`config.mk`:
```
export PLATFORM = sky130hd
export DESIGN_NAME = gwb_queue
export DESIGN_NICKNAME = d
export VERILOG_FILES = /design/src/rtl/gwb_pkg.sv /design/src/rtl/gwb_queue.sv
export SDC_FILE = /design/constraint.sdc
export NUM_CORES = 1
export LEC_CHECK = 0
export BUFFER_PORTS_ARGS = -buffer_cell sky130_fd_sc_hd__buf_2
export CAP_MARGIN = 20
export CORE_UTILIZATION = 40
export CTS_BUF_LIST = sky130_fd_sc_hd__clkbuf_4
export CTS_CLUSTER_SIZE = 20
export DETAILED_ROUTE_END_ITERATION = 8
export PLACE_DENSITY = 0.69
export SKIP_CTS_REPAIR_TIMING = 1
export SKIP_LAST_GASP = 1
export SLEW_MARGIN = 20
export SYNTH_ARGS = -nofsm -noshare
export SYNTH_HDL_FRONTEND = slang
export SYNTH_SLANG_ARGS = --single-unit
```
`constraint.sdc`:
```
create_clock -name i_clk -period 1.6 [get_ports i_clk]
set_clock_uncertainty 0.2 [all_clocks]
set_input_delay 0.24 -clock i_clk [delete_from_list [all_inputs] [get_ports i_clk]]
set_output_delay 0.24 -clock i_clk [all_outputs]
set_load 0.05 [all_outputs]
```
`src/rtl/gwb_pkg.sv`:
```
// Package: shared types, constants and helpers of the gray-world gain block.
`timescale 1ns / 1ps
`default_nettype none
package gwb_pkg;

    localparam int CH_W     = 16;
    localparam int LUMA_W   = 16;
    localparam int SAT_W    = 8;
    localparam int SKIP_W   = 14;
    localparam int GAIN_W   = 20;
    localparam int USED_W   = 14;
    localparam int WGT_W    = 16;
    localparam int CFG_IDX_W  = 2;
    localparam int CFG_DATA_W = 16;

    localparam int DEF_MAX_PAXELS     = 4096;
    localparam int DEF_GAIN_FRAC_BITS = 12;

    localparam logic [SAT_W-1:0]  RST_SAT_LIMIT   = 8'd141;
    localparam logic [LUMA_W-1:0] RST_LUMA_MIN    = 16'd4;
    localparam logic [LUMA_W-1:0] RST_LUMA_MAX    = 16'd200;
    localparam logic [SKIP_W-1:0] RST_SKIP_PAXELS = 14'd0;

    localparam logic [SAT_W:0]    SAT_SCALE = 9'd255;

    localparam logic [CFG_IDX_W-1:0] CFG_SAT_LIMIT   = 2'd0;
    localparam logic [CFG_IDX_W-1:0] CFG_LUMA_MIN    = 2'd1;
    localparam logic [CFG_IDX_W-1:0] CFG_LUMA_MAX    = 2'd2;
    localparam logic [CFG_IDX_W-1:0] CFG_SKIP_PAXELS = 2'd3;

    localparam logic [GAIN_W-1:0] GAIN_MAX = '1;

    typedef struct packed {
        logic [CH_W-1:0]   red;
        logic [CH_W-1:0]   green_r;
        logic [CH_W-1:0]   green_b;
        logic [CH_W-1:0]   blue;
        logic [LUMA_W-1:0] luma;
        logic              last_paxel;
    } t_paxel;

    typedef struct packed {
        logic [GAIN_W-1:0] gain_r;
        logic [GAIN_W-1:0] gain_gr;
        logic [GAIN_W-1:0] gain_gb;
        logic [GAIN_W-1:0] gain_b;
        logic              gains_valid;
        logic [USED_W-1:0] paxels_used;
    } t_gains;

    typedef struct packed {
        logic full;
        logic empty;
    } t_queue_status;

    typedef enum logic [2:0] {
        B_IDLE,
        B_YMUL,
        B_DINIT,
        B_DIV,
        B_OUT
    } t_bstate;

    // Q0.16 luma weight of channel k: R, Gr, Gb, B
    function automatic logic [WGT_W-1:0] weight_of(input logic [1:0] k);
        logic [WGT_W-1:0] w;
        unique case (k)
            2'd0:    w = 16'd19595;
            2'd1:    w = 16'd19235;
            2'd2:    w = 16'd19235;
            default: w = 16'd7471;
        endcase
        return w;
    endfunction

endpackage
`default_nettype wire

```
`src/rtl/gwb_queue.sv`:
```
// Two-entry queue of frame totals between front end and gain engine.
`timescale 1ns / 1ps
`default_nettype none
module gwb_queue #(
    parameter int ENT_W = 8
) (
    input  wire logic                   i_clk,
    input  wire logic                   i_rst_n,
    input  wire logic                   i_push,
    input  wire logic [ENT_W-1:0]       i_push_data,
    input  wire logic                   i_pop,
    output logic [ENT_W-1:0]            o_pop_data,
    output gwb_pkg::t_queue_status      o_status
);

    logic [ENT_W-1:0] r_mem [2];
    logic             r_wp, r_rp;
    logic [1:0]       r_cnt;

    assign o_status.full  = (r_cnt == 2'd2);
    assign o_status.empty = (r_cnt == 2'd0);
    assign o_pop_data     = r_mem[r_rp];

    always_ff @(posedge i_clk) begin
        if (i_push) r_mem[r_wp] <= i_push_data;
    end

    always_ff @(posedge i_clk) begin
        if (!i_rst_n) begin
            r_wp  <= 1'b0;
            r_rp  <= 1'b0;
            r_cnt <= 2'd0;
        end else begin
            if (i_push) r_wp <= ~r_wp;
            if (i_pop)  r_rp <= ~r_rp;
            r_cnt <= r_cnt + 2'(i_push) - 2'(i_pop);
        end
    end

endmodule
`default_nettype wire

```
## Word level (Yosys, flattened, before mapping)

Memory sizes are Yosys's and may differ from the RTL's. A register that Yosys moved wholly into a read port is not among the register bits.
Cells that the tools add are included.
Widths: inputs -> output; s select.

- Bits in registers: 4
- Latch bits: 0
- Memory bits (writable): 16
- Memory bits (read-only): 0
- Input bits: 12
- Output and inout port bits: 10
- Word-level logic and storage cells: 14
- Memories kept: 1

Memory list:

| memory | words | width | read ports | clocked after memory_dff | wr ports | RTL line | RTL |
|---|---|---|---|---|---|---|---|
| r_mem | 2 | 8 | 1 | 1 | 1 | gwb_queue.sv:16 | `logic [ENT_W-1:0] r_mem [2];` |

- Add/subtract/negate cells: 2
- Multipliers: 0
- Divide/modulo/power cells: 0
- $lt $le $gt $ge: 0
- Equal/unequal tests: 1
- Shift operators: 0
- Muxes and demuxes: 4
- Bitwise gates (word level): 2
- Reduce and logical (&&, ||, !) cells: 1

Operator list:

| cell | count |
|---|---|
| $mux 1 | 4 |
| $add 2x1->2 | 1 |
| $eq 2x2->1 const B | 1 |
| $logic_not 2->1 | 1 |
| $not 1->1 | 2 |
| $sub 2x1->2 | 1 |

## Logic depth before layout (Yosys ltp)

- Word-level depth: 3
- Mapped depth: 6
- Depth with buffers taken out: 6

## Worst setup path after synthesis

Ideal clock, no wire load.

- Kind: reg2out
- From: register r_cnt[1]
- To: output port o_status[1] (netlist bit)
- Arrival time: 1,068 ps
- Data required time: 1,160 ps
- Slack: 92 ps
- Stages on the path, launching flop included: 2
- Buffers on the path: 0
- Path through: dfxtp_1 nor2b_1

RTL lines:

| what | RTL line | RTL |
|---|---|---|
| from (decl) | gwb_queue.sv:18 | `logic [1:0] r_cnt;` |
| from (signal assigned) | gwb_queue.sv:36 | `r_cnt <= r_cnt + 2'(i_push) - 2'(i_pop);` |
| to (decl) | gwb_queue.sv:13 | `output gwb_pkg::t_queue_status o_status` |

==> impl_metrics.sql <==
INSERT INTO impl_metrics (metric_group, metric, value, unit) VALUES
('route', 'routed-via-count', '464', ''),
('route', 'detail_route.vias_per_cell', '4.42', ''),
('run', 'max_cap_viol_count', '0', ''),
('timing', 'max_slew.worst_pin.slew', '0.370', 'ns'),
('final_layout', 'final_cell_mix', '16 x edfxtp_1, 12 x buf_2, 9 x dlygate4sd3_1', ''),
('setup_path', 'timing.rr.end', 'r_cnt[1]', ''),
('die', 'placeableCoreArea', '0.00180', 'mm^2'),
('timing', 'final_min_period_over_clock_period', '1.03', ''),
('setup_path', 'timing_worst_setup_path_type', 'reg2out', ''),
('die', 'dieArea', '0.00218', 'mm^2'),
('final_layout', 'antenna-diode-count', '0', ''),
('outcome', 'run_status', 'complete, but fails checks', ''),
('route', 'drt-wirelength-per-cell', '11.3', 'um'),
('outcome', 'violated_checks', 'setup timing', ''),
('worst_hold_path', 'hp-class', 'in2reg', ''),
('global_route', 'via_count_of_the_first_global_routing_pass', '414', ''),
('global_route', 'grtUsageTotal', '0.120', ''),
('power', 'irDropWorstVdd', '0.668', 'mV'),
('yosys', 'ys_top_cells_by_area', 'edfxtp_1 60%, dfxtp_1 13%, mux2_2 11%', ''),
('global_route', 'wire_length_of_the_first_global_routing_pass', '1680', 'um'),
('yosys', 'yosys.area_share.adder', '0.0313', ''),
('yosys', 'synth_xor_xnor_area_share', '0.0391', ''),
('global_route', 'met3_usage', '0.0346', ''),
('timing', 'timing.hold.ws', '0.0891', 'ns'),
('cts', 'htreeDepth', '1', ''),
('placement', 'place.detailed.hpwl', '867', 'um'),
('yosys', 'synthesis.area_per_instance', '17.4', 'um^2'),
('timing', 'fmax', '605', 'MHz'),
('placement', 'dpl_cell_area', '940', 'um^2'),
('cts', 'cts_buffer_depth', '2', ''),
('yosys', 'synth_top_cell_area_share', '0.600', ''),
('setup_path', 'critPathMaxFanout', '8', ''),
('global_route', 'grt.busiest_layer', 'met2', ''),
('placement', 'place.gp.congestion', '0.609', ''),
('setup_path', 'reg_to_reg_slack_setup', '0.16', 'ns'),
('timing', 'setup_viol_count_final', '8', ''),
('timing', 'grt_setup_unrepaired', 'true', ''),
('setup_path', 'ff2ff_path_depth', '6', ''),
('die', 'initial_cell_density_of_the_core', '0.444', ''),
('yosys', 'mappedNetlistNets', '60', ''),
('die', 'die-height', '46.7', 'um'),
('cts', 'clock_tree.root_cell', 'clkbuf_4', ''),
('cts', 'worst_setup_hold_path_clk_slew', '0.11', 'ns'),
('setup_path', 'crit_arrival', '1.21', 'ns'),
('worst_hold_path', 'hold_path.startpoint', 'i_push', ''),
('global_route', 'gr-usage-met2', '0.211', ''),
('cts', 'cts_made_buffers', '3', ''),
('yosys', 'ys_ff_latch', '21', ''),
('timing', 'fin_setup_tns', '-0.398', 'ns'),
('timing', 'tightest_slew_margin_relative_to_the_limit', '0.753', ''),
('final_layout', 'mostFrequentLayoutCell', 'edfxtp_1', ''),
('final_layout', 'area_growth_syn_to_layout', '42.8', '%'),
('die', 'die_span_in_x', '46.7', 'um'),
('yosys', 'synth_simple_gate_area_frac', '0.0672', ''),
('setup_path', 'cp.required', '1.16', 'ns'),
('yosys', 'largest_family_of_logic_cells_by_synthesized_area', 'multiplexers', ''),
('yosys', 'yosysWarningCount', '0', ''),
('timing', 'final_critical_path_setup_slack', '-0.0526', 'ns'),
('global_route', 'total_congestion_overflow_after_global_routing', '0', ''),
('final_layout', 'drive_gt1_frac', '0.438', ''),
('setup_path', 'crit_path_end_kind', 'primary output', ''),
('yosys', 'synth.yosys.seq_area_share', '0.725', ''),
('route', 'detailedRoute.firstIterationViolations', '1', ''),
('route', 'drt_wl_total', '1190', 'um'),
('timing', 'final_period_minus_worst_setup_slack', '1.65', 'ns'),
('setup_path', 'start_kind', 'flip-flop', ''),
('yosys', 'synth_area', '801', 'um^2'),
('final_layout', 'utilization', '0.635', ''),
('global_route', 'grt_max_degree', '13', ''),
('power', 'powerDensity', '1080', 'mW/mm^2'),
('die', 'fp-row-count', '15', '');
-- flip-flops by register name, summed over array words and instances (netlist names), named ones only --
| signal | flops |
|---|---|
| r_rp | 1 |
| r_cnt | 2 |
| r_wp | 1 |
| r_mem | 16 |
-- synth_stat cells, drive strengths merged --
master and instances:
edfxtp 16, mux2 8, dfxtp 5, and2 4, nor2b 4, ha 2
inv 2, buf 1, nor2 1, o21a 1, xnor3 1, xor2 1
-- power by group --
| group | internal [mW] | switching [mW] |
|---|---|---|
| Clock | 0.0929 | 0.147 |
| Sequential | 0.628 | 0.0263 |
| Combinational | 0.152 | 0.187 |
-- kinds of logic (layout without fill, tap and decap cells) --
group           after synthesis  after routing
mux                           8              8
compound gates                1              1
fa+ha+maj                     2              2
buf+inv                       3             37
flops                        21             21
simple gates                  9              9
xor+xnor                      2              2
-- how the worst max path moves through the flow --
stage | start | end | cells past startpoint | slack [ns]
finish | flip-flop | o_pop_data[5] | 2 | -0.05
floorplan | r_cnt[1] | o_status[1] | 1 | 0.09
CTS | flip-flop | o_pop_data[6] | 2 | -0.30
global placement | flip-flop | o_pop_data[6] | 2 | 0.06
detailed placement | flip-flop | o_pop_data[6] | 2 | 0.05
global route | flip-flop | o_pop_data[5] | 2 | -0.10
-- layer usage --
layer  vias up  part of all wire
met5         -                 0
met4         0                 0
met3         0             0.033
met2        11              0.54
met1       218              0.43
li1        235                 -
-- layout make-up --
type / instances / area, um^2
clock buffer: 3 / 22.5
multi-input combinational: 22 / 238
timing repair buffer: 31 / 255
clock inverter: 1 / 5.00
inverter: 2 / 7.51
tap: 25 / 31.3
fill: 154 / 658
sequential: 21 / 584
-- stage by stage --
step,total power [mW],instances,setup slack (ns)
floorplan,0.877,46,0.0919
global placement,0.936,92,0.0618
detailed placement,0.944,92,0.0485
CTS,1.18,96,-0.297
global route,1.30,105,-0.104
finish,1.23,105,-0.0526
-- critical path, cell delays in order (launching register included) --
cell     delay [ns]
dfxtp_4        0.45
mux2_4         0.32
buf_6          0.15
No activity file was read; power rests on OpenSTA's default activity.
